$ cat config.mk
export PLATFORM = sky130hd
export DESIGN_NAME = mov_instruction_byte_decoder_flat
export DESIGN_NICKNAME = d
export VERILOG_FILES = /design/src/rtl/movdec_pkg.sv /design/src/rtl/movdec_in_if.sv /design/src/rtl/movdec_out_if.sv /design/src/rtl/mov_instruction_byte_decoder.sv /design/src/flat_wrapper.sv
export SDC_FILE = /design/constraint.sdc
export NUM_CORES = 1
export LEC_CHECK = 0
export ABC_AREA = 1
export BUFFER_PORTS_ARGS = -buffer_cell sky130_fd_sc_hd__buf_2
export CORE_MARGIN = 2
export CORE_UTILIZATION = 64
export DETAILED_ROUTE_END_ITERATION = 12
export PLACE_DENSITY_LB_ADDON = 0.08
export SETUP_SLACK_MARGIN = 0.15
export SYNTH_ARGS = -nofsm -noshare
export SYNTH_HDL_FRONTEND = slang
export SYNTH_SLANG_ARGS = --single-unit
$ cat constraint.sdc
create_clock -name i_clk -period 8.5 [get_ports i_clk]
set_clock_uncertainty 0.15 [all_clocks]
set_input_delay 1.275 -clock i_clk [delete_from_list [all_inputs] [get_ports i_clk]]
set_output_delay 1.275 -clock i_clk [all_outputs]
set_load 0.01 [all_outputs]
$ cat src/rtl/movdec_pkg.sv
// ----------------------------------------------------------------------------
// movdec_pkg
// Types, opcode constants and small decode helpers shared by the MOV
// instruction byte decoder, its result channel interface and its checker.
// ----------------------------------------------------------------------------
`default_nettype none

package movdec_pkg;

    // result status codes
    typedef enum logic [1:0] {
        STATUS_DONE       = 2'd0,
        STATUS_BAD_OPCODE = 2'd1,
        STATUS_TRUNCATED  = 2'd2
    } t_status;

    // instruction forms; FORM_NONE marks an opcode outside the MOV subset
    typedef enum logic [2:0] {
        FORM_RMREG  = 3'd0,
        FORM_IMMRM  = 3'd1,
        FORM_IMMREG = 3'd2,
        FORM_MEMACC = 3'd3,
        FORM_ACCMEM = 3'd4,
        FORM_NONE   = 3'd7
    } t_form;

    // opcode prefixes, compared against the upper opcode bits
    localparam logic [5:0] OP_RMREG_TOP  = 6'h22;  // 100010dw
    localparam logic [6:0] OP_IMMRM_TOP  = 7'h63;  // 1100011w
    localparam logic [3:0] OP_IMMREG_TOP = 4'hB;   // 1011wrrr
    localparam logic [6:0] OP_MEMACC_TOP = 7'h50;  // 1010000w
    localparam logic [6:0] OP_ACCMEM_TOP = 7'h51;  // 1010001w

    // mod-reg-rm field codes
    localparam logic [2:0] RM_DIRECT = 3'd6;
    localparam logic [1:0] MOD_MEM0  = 2'd0;
    localparam logic [1:0] MOD_DISP8 = 2'd1;
    localparam logic [1:0] MOD_DISP16 = 2'd2;
    localparam logic [1:0] MOD_REG   = 2'd3;

    // one decoded result
    typedef struct packed {
        t_status            status;
        t_form              form;
        logic               wide;
        logic               to_register;
        logic [1:0]         mode;
        logic [2:0]         reg_index;
        logic [2:0]         rm_index;
        logic               direct_address;
        logic signed [15:0] displacement;
        logic signed [15:0] immediate;
        logic [2:0]         length;
    } t_result;

    // form of an opcode byte
    function automatic t_form classify(input logic [7:0] op);
        t_form f;
        if (op[7:2] == OP_RMREG_TOP)       f = FORM_RMREG;
        else if (op[7:1] == OP_IMMRM_TOP)  f = FORM_IMMRM;
        else if (op[7:4] == OP_IMMREG_TOP) f = FORM_IMMREG;
        else if (op[7:1] == OP_MEMACC_TOP) f = FORM_MEMACC;
        else if (op[7:1] == OP_ACCMEM_TOP) f = FORM_ACCMEM;
        else                               f = FORM_NONE;
        return f;
    endfunction

    // w bit sits at bit 3 for immediate to register, bit 0 elsewhere
    function automatic logic wide_bit(input t_form f, input logic [7:0] op);
        return (f == FORM_IMMREG) ? op[3] : op[0];
    endfunction

    // displacement bytes called for by a mod-reg-rm byte
    function automatic logic [1:0] disp_len(input logic [7:0] modrm);
        logic [1:0] n;
        if (modrm[7:6] == MOD_MEM0 && modrm[2:0] == RM_DIRECT) n = 2'd2;
        else if (modrm[7:6] == MOD_DISP8)                      n = 2'd1;
        else if (modrm[7:6] == MOD_DISP16)                     n = 2'd2;
        else                                                   n = 2'd0;
        return n;
    endfunction

    // byte to word with sign extension
    function automatic logic [15:0] sext8(input logic [7:0] b);
        return {{8{b[7]}}, b};
    endfunction

endpackage

`default_nettype wire

$ cat src/rtl/movdec_in_if.sv
// ----------------------------------------------------------------------------
// movdec_in_if
// Byte stream channel: one code byte and its end-of-stream flag per
// transaction.
// ----------------------------------------------------------------------------
`default_nettype none

interface movdec_in_if;
    logic       valid;
    logic       ready;
    logic [7:0] code_byte;
    logic       stream_end;

    modport source (output valid, output code_byte, output stream_end, input ready);
    modport sink   (input valid, input code_byte, input stream_end, output ready);
endinterface

`default_nettype wire

$ cat src/rtl/movdec_out_if.sv
// ----------------------------------------------------------------------------
// movdec_out_if
// Result channel: one decoded instruction or error report per transaction.
// ----------------------------------------------------------------------------
`default_nettype none

interface movdec_out_if;
    import movdec_pkg::*;

    logic               valid;
    logic               ready;
    t_status            status;
    t_form              form;
    logic               wide;
    logic               to_register;
    logic [1:0]         mode;
    logic [2:0]         reg_index;
    logic [2:0]         rm_index;
    logic               direct_address;
    logic signed [15:0] displacement;
    logic signed [15:0] immediate;
    logic [2:0]         length;

    modport source (
        output valid, input ready,
        output status, output form, output wide, output to_register, output mode,
        output reg_index, output rm_index, output direct_address,
        output displacement, output immediate, output length
    );
    modport sink (
        input valid, output ready,
        input status, input form, input wide, input to_register, input mode,
        input reg_index, input rm_index, input direct_address,
        input displacement, input immediate, input length
    );
endinterface

`default_nettype wire

$ cat src/rtl/mov_instruction_byte_decoder.sv
// Output: a result is registered from the transaction that carries the last
//   byte of its instruction (or the byte that causes the error).
// Throughput: one code byte per cycle while the skid stage is empty; the
//   output register and one-entry skid stage let bytes flow while a result waits.
// Reset: synchronous, active low; decoder returns to opcode fetch, clears the
//   halt flag and empties both output stages.
// ----------------------------------------------------------------------------
// mov_instruction_byte_decoder
// Decodes the 8086 MOV subset byte by byte and reports each instruction.
// ----------------------------------------------------------------------------
`default_nettype none

module mov_instruction_byte_decoder (
    input  wire             i_clk,
    input  wire             i_rst_n,
    movdec_in_if.sink       i_in,
    movdec_out_if.source    o_out
);
    import movdec_pkg::*;

    typedef enum logic [2:0] {
        PH_OPCODE = 3'd0,
        PH_MODRM  = 3'd1,
        PH_DISPLO = 3'd2,
        PH_DISPHI = 3'd3,
        PH_IMMLO  = 3'd4,
        PH_IMMHI  = 3'd5
    } t_phase;

    // decoder state
    t_phase      r_phase, n_phase;
    logic [7:0]  r_opcode, n_opcode;
    logic [7:0]  r_modrm, n_modrm;
    logic [15:0] r_disp, n_disp;
    logic [15:0] r_imm, n_imm;
    logic [2:0]  r_bytes, n_bytes;
    logic        r_halted;

    // output register and skid stage
    logic        r_out_valid;
    t_result     r_out;
    logic        r_skid_valid;
    t_result     r_skid;

    logic        w_accept;
    logic        w_step;
    logic        w_done;
    logic        w_bad_op;
    logic        w_has_result;
    logic [2:0]  w_bytes_inc;
    t_form       w_cur_form;
    t_form       w_fin_form;
    t_result     w_res;

    wire [7:0] w_b   = i_in.code_byte;
    wire       w_end = i_in.stream_end;

    assign i_in.ready = !r_skid_valid;
    assign w_accept   = i_in.valid && i_in.ready;
    assign w_step     = w_accept && !r_halted;

    // phase update for one byte
    always_comb begin
        n_phase     = r_phase;
        n_opcode    = r_opcode;
        n_modrm     = r_modrm;
        n_disp      = r_disp;
        n_imm       = r_imm;
        w_done      = 1'b0;
        w_bad_op    = 1'b0;
        w_cur_form  = classify(r_opcode);
        w_bytes_inc = (r_bytes != 3'd7) ? r_bytes + 3'd1 : r_bytes;
        n_bytes     = w_bytes_inc;
        unique case (r_phase)
            PH_MODRM: begin
                n_modrm = w_b;
                if (disp_len(w_b) != 2'd0)       n_phase = PH_DISPLO;
                else if (w_cur_form == FORM_IMMRM) n_phase = PH_IMMLO;
                else                             w_done  = 1'b1;
            end
            PH_DISPLO: begin
                if (w_cur_form == FORM_MEMACC || w_cur_form == FORM_ACCMEM ||
                    disp_len(r_modrm) == 2'd2) begin
                    n_disp  = {8'h00, w_b};
                    n_phase = PH_DISPHI;
                end else begin
                    n_disp = sext8(w_b);
                    if (w_cur_form == FORM_IMMRM) n_phase = PH_IMMLO;
                    else                          w_done  = 1'b1;
                end
            end
            PH_DISPHI: begin
                n_disp = {w_b, r_disp[7:0]};
                if (w_cur_form == FORM_IMMRM) n_phase = PH_IMMLO;
                else                          w_done  = 1'b1;
            end
            PH_IMMLO: begin
                if (wide_bit(w_cur_form, r_opcode)) begin
                    n_imm   = {8'h00, w_b};
                    n_phase = PH_IMMHI;
                end else begin
                    n_imm  = sext8(w_b);
                    w_done = 1'b1;
                end
            end
            PH_IMMHI: begin
                n_imm  = {w_b, r_imm[7:0]};
                w_done = 1'b1;
            end
            default: begin
                // opcode fetch starts a new instruction
                n_opcode = w_b;
                n_modrm  = 8'h00;
                n_disp   = 16'h0000;
                n_imm    = 16'h0000;
                n_bytes  = 3'd1;
                case (classify(w_b))
                    FORM_RMREG, FORM_IMMRM: n_phase  = PH_MODRM;
                    FORM_IMMREG:            n_phase  = PH_IMMLO;
                    FORM_MEMACC, FORM_ACCMEM: n_phase = PH_DISPLO;
                    default:                w_bad_op = 1'b1;
                endcase
            end
        endcase
        w_has_result = w_bad_op || w_done || w_end;
    end

    // result assembly from the updated instruction fields
    always_comb begin
        w_fin_form = classify(n_opcode);
        w_res      = '0;
        w_res.length = n_bytes;
        if (w_bad_op) begin
            w_res.status = STATUS_BAD_OPCODE;
        end else if (w_done) begin
            w_res.status = STATUS_DONE;
            w_res.form   = w_fin_form;
            w_res.wide   = wide_bit(w_fin_form, n_opcode);
            case (w_fin_form)
                FORM_RMREG, FORM_IMMRM: begin
                    w_res.to_register    = (w_fin_form == FORM_RMREG) ? n_opcode[1] : 1'b0;
                    w_res.mode           = n_modrm[7:6];
                    w_res.reg_index      = (w_fin_form == FORM_RMREG) ? n_modrm[5:3] : 3'd0;
                    w_res.rm_index       = n_modrm[2:0];
                    w_res.direct_address = (n_modrm[7:6] == MOD_MEM0) &&
                                           (n_modrm[2:0] == RM_DIRECT);
                    w_res.displacement   = (disp_len(n_modrm) != 2'd0) ?
                                           $signed(n_disp) : 16'sd0;
                    w_res.immediate      = (w_fin_form == FORM_IMMRM) ?
                                           $signed(n_imm) : 16'sd0;
                end
                FORM_IMMREG: begin
                    w_res.to_register = 1'b1;
                    w_res.mode        = MOD_REG;
                    w_res.reg_index   = n_opcode[2:0];
                    w_res.immediate   = $signed(n_imm);
                end
                default: begin
                    // accumulator forms
                    w_res.to_register    = (w_fin_form == FORM_MEMACC);
                    w_res.rm_index       = RM_DIRECT;
                    w_res.direct_address = 1'b1;
                    w_res.displacement   = $signed(n_disp);
                end
            endcase
        end else begin
            w_res.status = STATUS_TRUNCATED;
        end
    end

    // state, halt flag and output stages
    always_ff @(posedge i_clk) begin
        if (!i_rst_n) begin
            r_phase      <= PH_OPCODE;
            r_halted     <= 1'b0;
            r_out_valid  <= 1'b0;
            r_skid_valid <= 1'b0;
        end else begin
            if (w_step) begin
                r_opcode <= n_opcode;
                r_modrm  <= n_modrm;
                r_disp   <= n_disp;
                r_imm    <= n_imm;
                r_bytes  <= n_bytes;
                if (w_has_result) begin
                    r_phase <= PH_OPCODE;
                    if (!w_done) r_halted <= 1'b1;
                end else begin
                    r_phase <= n_phase;
                end
            end

            // new result loads the main stage when it is free or draining,
            // otherwise a drained main stage refills from skid or goes empty
            if (w_step && w_has_result && (!r_out_valid || o_out.ready)) begin
                r_out       <= w_res;
                r_out_valid <= 1'b1;
            end else if (r_out_valid && o_out.ready) begin
                if (r_skid_valid) begin
                    r_out        <= r_skid;
                    r_skid_valid <= 1'b0;
                end else begin
                    r_out_valid <= 1'b0;
                end
            end

            // new result behind a stalled main stage waits in skid
            if (w_step && w_has_result && r_out_valid && !o_out.ready) begin
                r_skid       <= w_res;
                r_skid_valid <= 1'b1;
            end
        end
    end

    // result channel
    assign o_out.valid          = r_out_valid;
    assign o_out.status         = r_out.status;
    assign o_out.form           = r_out.form;
    assign o_out.wide           = r_out.wide;
    assign o_out.to_register    = r_out.to_register;
    assign o_out.mode           = r_out.mode;
    assign o_out.reg_index      = r_out.reg_index;
    assign o_out.rm_index       = r_out.rm_index;
    assign o_out.direct_address = r_out.direct_address;
    assign o_out.displacement   = r_out.displacement;
    assign o_out.immediate      = r_out.immediate;
    assign o_out.length         = r_out.length;

endmodule

`default_nettype wire

$ cat src/flat_wrapper.sv
// flat-port wrapper written by rule: the top's interface ports become plain ports
module mov_instruction_byte_decoder_flat import movdec_pkg::*;
  (i_clk, i_rst_n, i_in_valid, i_in_code_byte, i_in_stream_end, i_in_ready, o_out_valid, o_out_ready, o_out_status, o_out_form, o_out_wide, o_out_to_register, o_out_mode, o_out_reg_index, o_out_rm_index, o_out_direct_address, o_out_displacement, o_out_immediate, o_out_length);
  movdec_in_if i_in_i ();
  movdec_out_if o_out_i ();
  input  wire i_clk;
  input  wire i_rst_n;
  input wire logic [$bits(i_in_i.valid)-1:0] i_in_valid;
  input wire logic [$bits(i_in_i.code_byte)-1:0] i_in_code_byte;
  input wire logic [$bits(i_in_i.stream_end)-1:0] i_in_stream_end;
  output wire logic [$bits(i_in_i.ready)-1:0] i_in_ready;
  output wire logic [$bits(o_out_i.valid)-1:0] o_out_valid;
  input wire logic [$bits(o_out_i.ready)-1:0] o_out_ready;
  output wire logic [$bits(o_out_i.status)-1:0] o_out_status;
  output wire logic [$bits(o_out_i.form)-1:0] o_out_form;
  output wire logic [$bits(o_out_i.wide)-1:0] o_out_wide;
  output wire logic [$bits(o_out_i.to_register)-1:0] o_out_to_register;
  output wire logic [$bits(o_out_i.mode)-1:0] o_out_mode;
  output wire logic [$bits(o_out_i.reg_index)-1:0] o_out_reg_index;
  output wire logic [$bits(o_out_i.rm_index)-1:0] o_out_rm_index;
  output wire logic [$bits(o_out_i.direct_address)-1:0] o_out_direct_address;
  output wire logic [$bits(o_out_i.displacement)-1:0] o_out_displacement;
  output wire logic [$bits(o_out_i.immediate)-1:0] o_out_immediate;
  output wire logic [$bits(o_out_i.length)-1:0] o_out_length;
  assign i_in_i.valid = i_in_valid;
  assign i_in_i.code_byte = i_in_code_byte;
  assign i_in_i.stream_end = i_in_stream_end;
  assign i_in_ready = i_in_i.ready;
  assign o_out_valid = o_out_i.valid;
  assign o_out_i.ready = o_out_ready;
  assign o_out_status = o_out_i.status;
  assign o_out_form = o_out_i.form;
  assign o_out_wide = o_out_i.wide;
  assign o_out_to_register = o_out_i.to_register;
  assign o_out_mode = o_out_i.mode;
  assign o_out_reg_index = o_out_i.reg_index;
  assign o_out_rm_index = o_out_i.rm_index;
  assign o_out_direct_address = o_out_i.direct_address;
  assign o_out_displacement = o_out_i.displacement;
  assign o_out_immediate = o_out_i.immediate;
  assign o_out_length = o_out_i.length;
  mov_instruction_byte_decoder u_core (.i_clk(i_clk), .i_rst_n(i_rst_n), .i_in(i_in_i), .o_out(o_out_i));
endmodule
==> metrics.yaml <==
routing:
  drc: 0
  ant_nets: 0
  routed_via_density: 5.51
  routed_wl_microns: 15300
  vias: 5261
  drt_iter0_drc: 480
  dr.pass1.iters: 5
  post_drt_wl_per_cell_microns: 16.0
worst_setup_path:
  critical_path.max_fanout: 28
  cp.buffers_inverters: 4
  crit_type: "primary input to register"
  cp-end-kind: "register"
  critical_path.cell_chain: "buf_2, inv_1, nand2_1, nor2_1, nand4_1, nand4_1, nand4_1, nand3_1, clkinv_1, buf_4"
  crit_top_cell: "nand4_1"
  cp_top_family: "buffers and inverters"
  r2r-start: "u_core.r_phase[1]"
  required_ns: 8.49
  start_kind: "primary input"
  crit_slowest_cell: "clkinv_1"
  cp.arrival_ns: 3.84
  critPathLaunch: "i_in_code_byte[6]"
  cp_slowest_stage_delay_ns: 0.68
power_and_ir_drop:
  p_int_mw: 1.44
  comb_power_share_pct: 10.1
  swShare_pct: 24.1
  p_seq_share_pct: 48.0
  powerDensity_nw_per_um2: 225
  power.net_switching_mw: 0.458
  ir_drop_uv: 184
  clkPwrFrac_pct: 41.9
  p_leak_nw: 3.87
logic_synthesis:
  synth.distinct_cells: 36
  synthesis.area_sq_um: 7400
  synth_compound_area_share_pct: 7.52
  synthCells: 732
  synth_top_family_by_area: "simple AND/OR/NAND/NOR gates"
  yosysSeqAreaShare_pct: 63.7
  syn_avg_cell_area_sq_um: 10.1
  syn_nets: 746
  synthSimpleGateAreaFrac_pct: 19.6
  synth.most_common_cell: "nand2_1"
  synth_warnings: 0
  synth_async_sr_flop_share_pct: 0
  synth_top_cell_area_share_pct: 62.1
  synth-adder-area-share_pct: 0.169
  synth_largest_area_cell: "edfxtp_1"
  synth_mux_area_share_pct: 0.152
  yosys.area_share.xor_xnor_pct: 0.118
  synth_ff_type: "edfxtp_1"
  ys_top_cells_by_area: "edfxtp_1, nand2_1, inv_1"
  synth_edf_count: 153
  synth-seq-cells: 159
  synth_common_cells: "nand2_1, edfxtp_1, inv_1, nand3_1"
sta:
  max-slew-margin-rel_pct: 42.8
  min_period_ns: 3.85
  worst_slack_ns: 4.65
  max_freq_mhz: 260
  finalSetupViolations: 0
  finalCritPeriodShare_pct: 45.3
  hold_viol: 0
  slew_viol_final: 0
  tns_ns: 0
  rsz0062_at_grt: "no"
  tightest_slew_ns: 0.858
floorplan:
  die_area_sq_um: 12400
  rows: 39
  core_area_sq_um: 11400
  boundaryPins: 66
  initial_utilization_pct: 65.1
  die_h_microns: 112
  die_x_microns: 112
clock_tree:
  cts_sinks: 159
  cts_max_path_buffers: 2
  cts_resized: 0
  post-cts-setup-buffer-count: 0
  clk_latency_ns: 0.43
  clk_transition_reported_paths_ns: 0.06
  cts_made_buffers: 17
  hold_buffers: 0
  root_buffer: "clkbuf_16"
  cts_tree: "yes"
  htree_levels: 4
grt:
  grt_overflow: 0
  grt_max_degree: 96
  grt_use_total_pct: 25.7
  grt_antenna_before_repair: 0
  grt_pass1_vias: 5160
  grt_pass1_wl_microns: 25000
finish:
  n_antenna_cell: 0
  final-seq-area_sq_um: 4710
  nNetsFinal: 813
  finalInstanceArea_sq_um: 8440
  syn2layout_area_growth_pct: 14.1
  fillCellCount: 815
  multiInputGateArea_sq_um: 2050
  drive_gt1_share_pct: 16.9
  finalNonFillerCells: 955
place:
  place_congestion: 0.972
  placed_cells: 923
  dp_hpwl_microns: 10400
  placed_area_sq_um: 7820
  pre_cts_slack_ns: 4.19
  io_buffers: 65
job:
  maxCapViolations: 0
min_path:
  min_from: "u_core.r_halted"
  hp-class: "register to register"
outcome:
  status: "finished clean"
==> stage by stage <==
stage | hold slack [ns] | total power [mW] | utilization [%]
after floorplan | 0.285 | 1.07 | -
after global placement | 0.314 | 1.11 | 68.8
after detailed placement | 0.307 | 1.12 | 68.8
after CTS | 0.318 | 1.91 | 74.3
after global routing | 0.339 | 1.96 | 74.3
final | 0.327 | 1.90 | 74.3
==> power groups by stage <==
| stage | combinational (mW) | clock [mW] | sequential, mW |
|---|---|---|---|
| floorplan | 0.134 | 0 | 0.933 |
| global placement | 0.185 | 0 | 0.926 |
| detailed placement | 0.190 | 0 | 0.927 |
| CTS | 0.193 | 0.804 | 0.911 |
| global route | 0.216 | 0.830 | 0.913 |
| finish | 0.193 | 0.796 | 0.911 |
==> layer usage <==
layer / vias to the layer above / GRT usage (%) / part of all wire, %
li1: 2560 / - / -
met1: 2475 / 32.6 / 43
met2: 203 / 43.6 / 49
met3: 23 / 5.44 / 6.2
met4: 0 / 10.5 / 1.8
met5: - / 0 / 0
==> path summary, 6_finish.rpt <==
kind / to / slack [ns] / cells past startpoint
max reg2reg: u_core.r_skid[26] / 4.72 / 10
min: u_core.r_halted / 0.33 / 2
max: u_core.r_skid[26] / 4.65 / 10
min reg2reg: u_core.r_halted / 0.33 / 2
==> cells in the final DEF, fill, tap and decap left out, types with 3 or more instances in the layout <==
master	Yosys	layout
buf_2	6	65
nor2_1	43	41
nand3_2	12	12
o22ai_1	10	10
a21oi_1	11	11
bufinv_16	0	4
o21ai_1	20	20
o21ai_0	43	43
nand2_4	4	4
nand4_1	8	8
edfxtp_1	153	153
nand2_2	10	10
buf_4	2	5
dfxtp_1	6	6
clkinvlp_4	0	3
nand3_1	45	45
a22oi_1	9	9
nand2_1	175	175
nor3_1	4	4
clkinv_4	0	3
clkbuf_16	0	17
inv_1	135	134
nor3b_1	5	5
==> area by class of cell <==
cell class	instances	area share [%]
clock inverters	14	2.27
flip-flops and latches	159	55.8
inverters	137	6.09
multi-input cells	414	24.3
clock buffers	18	5.08
well taps	143	2.12
repair buffers	70	4.30
==> cell families after synthesis <==
group / Yosys count
flops: 159
xor+xnor: 1
simple gates: 311
compound gates: 100
buf+inv: 159
fa+ha+maj: 1
mux: 1
==> registers in the layout, summed over array words and instances (netlist names), 8 cells and up <==
name / cells
u_core.o_out.displacement: 16
u_core.o_out.immediate: 16
u_core.r_disp: 16
u_core.r_imm: 16
u_core.r_modrm: 8
u_core.r_opcode: 8
u_core.r_skid: 51
==> worst register-to-register path: cells and delay by family (launching register included) <==
kind	cells	cell delay, ns
buf+inv	4	1.28
flops	1	0.39
simple gates	6	1.60
Note: power is estimated with default switching activity, not from simulation.
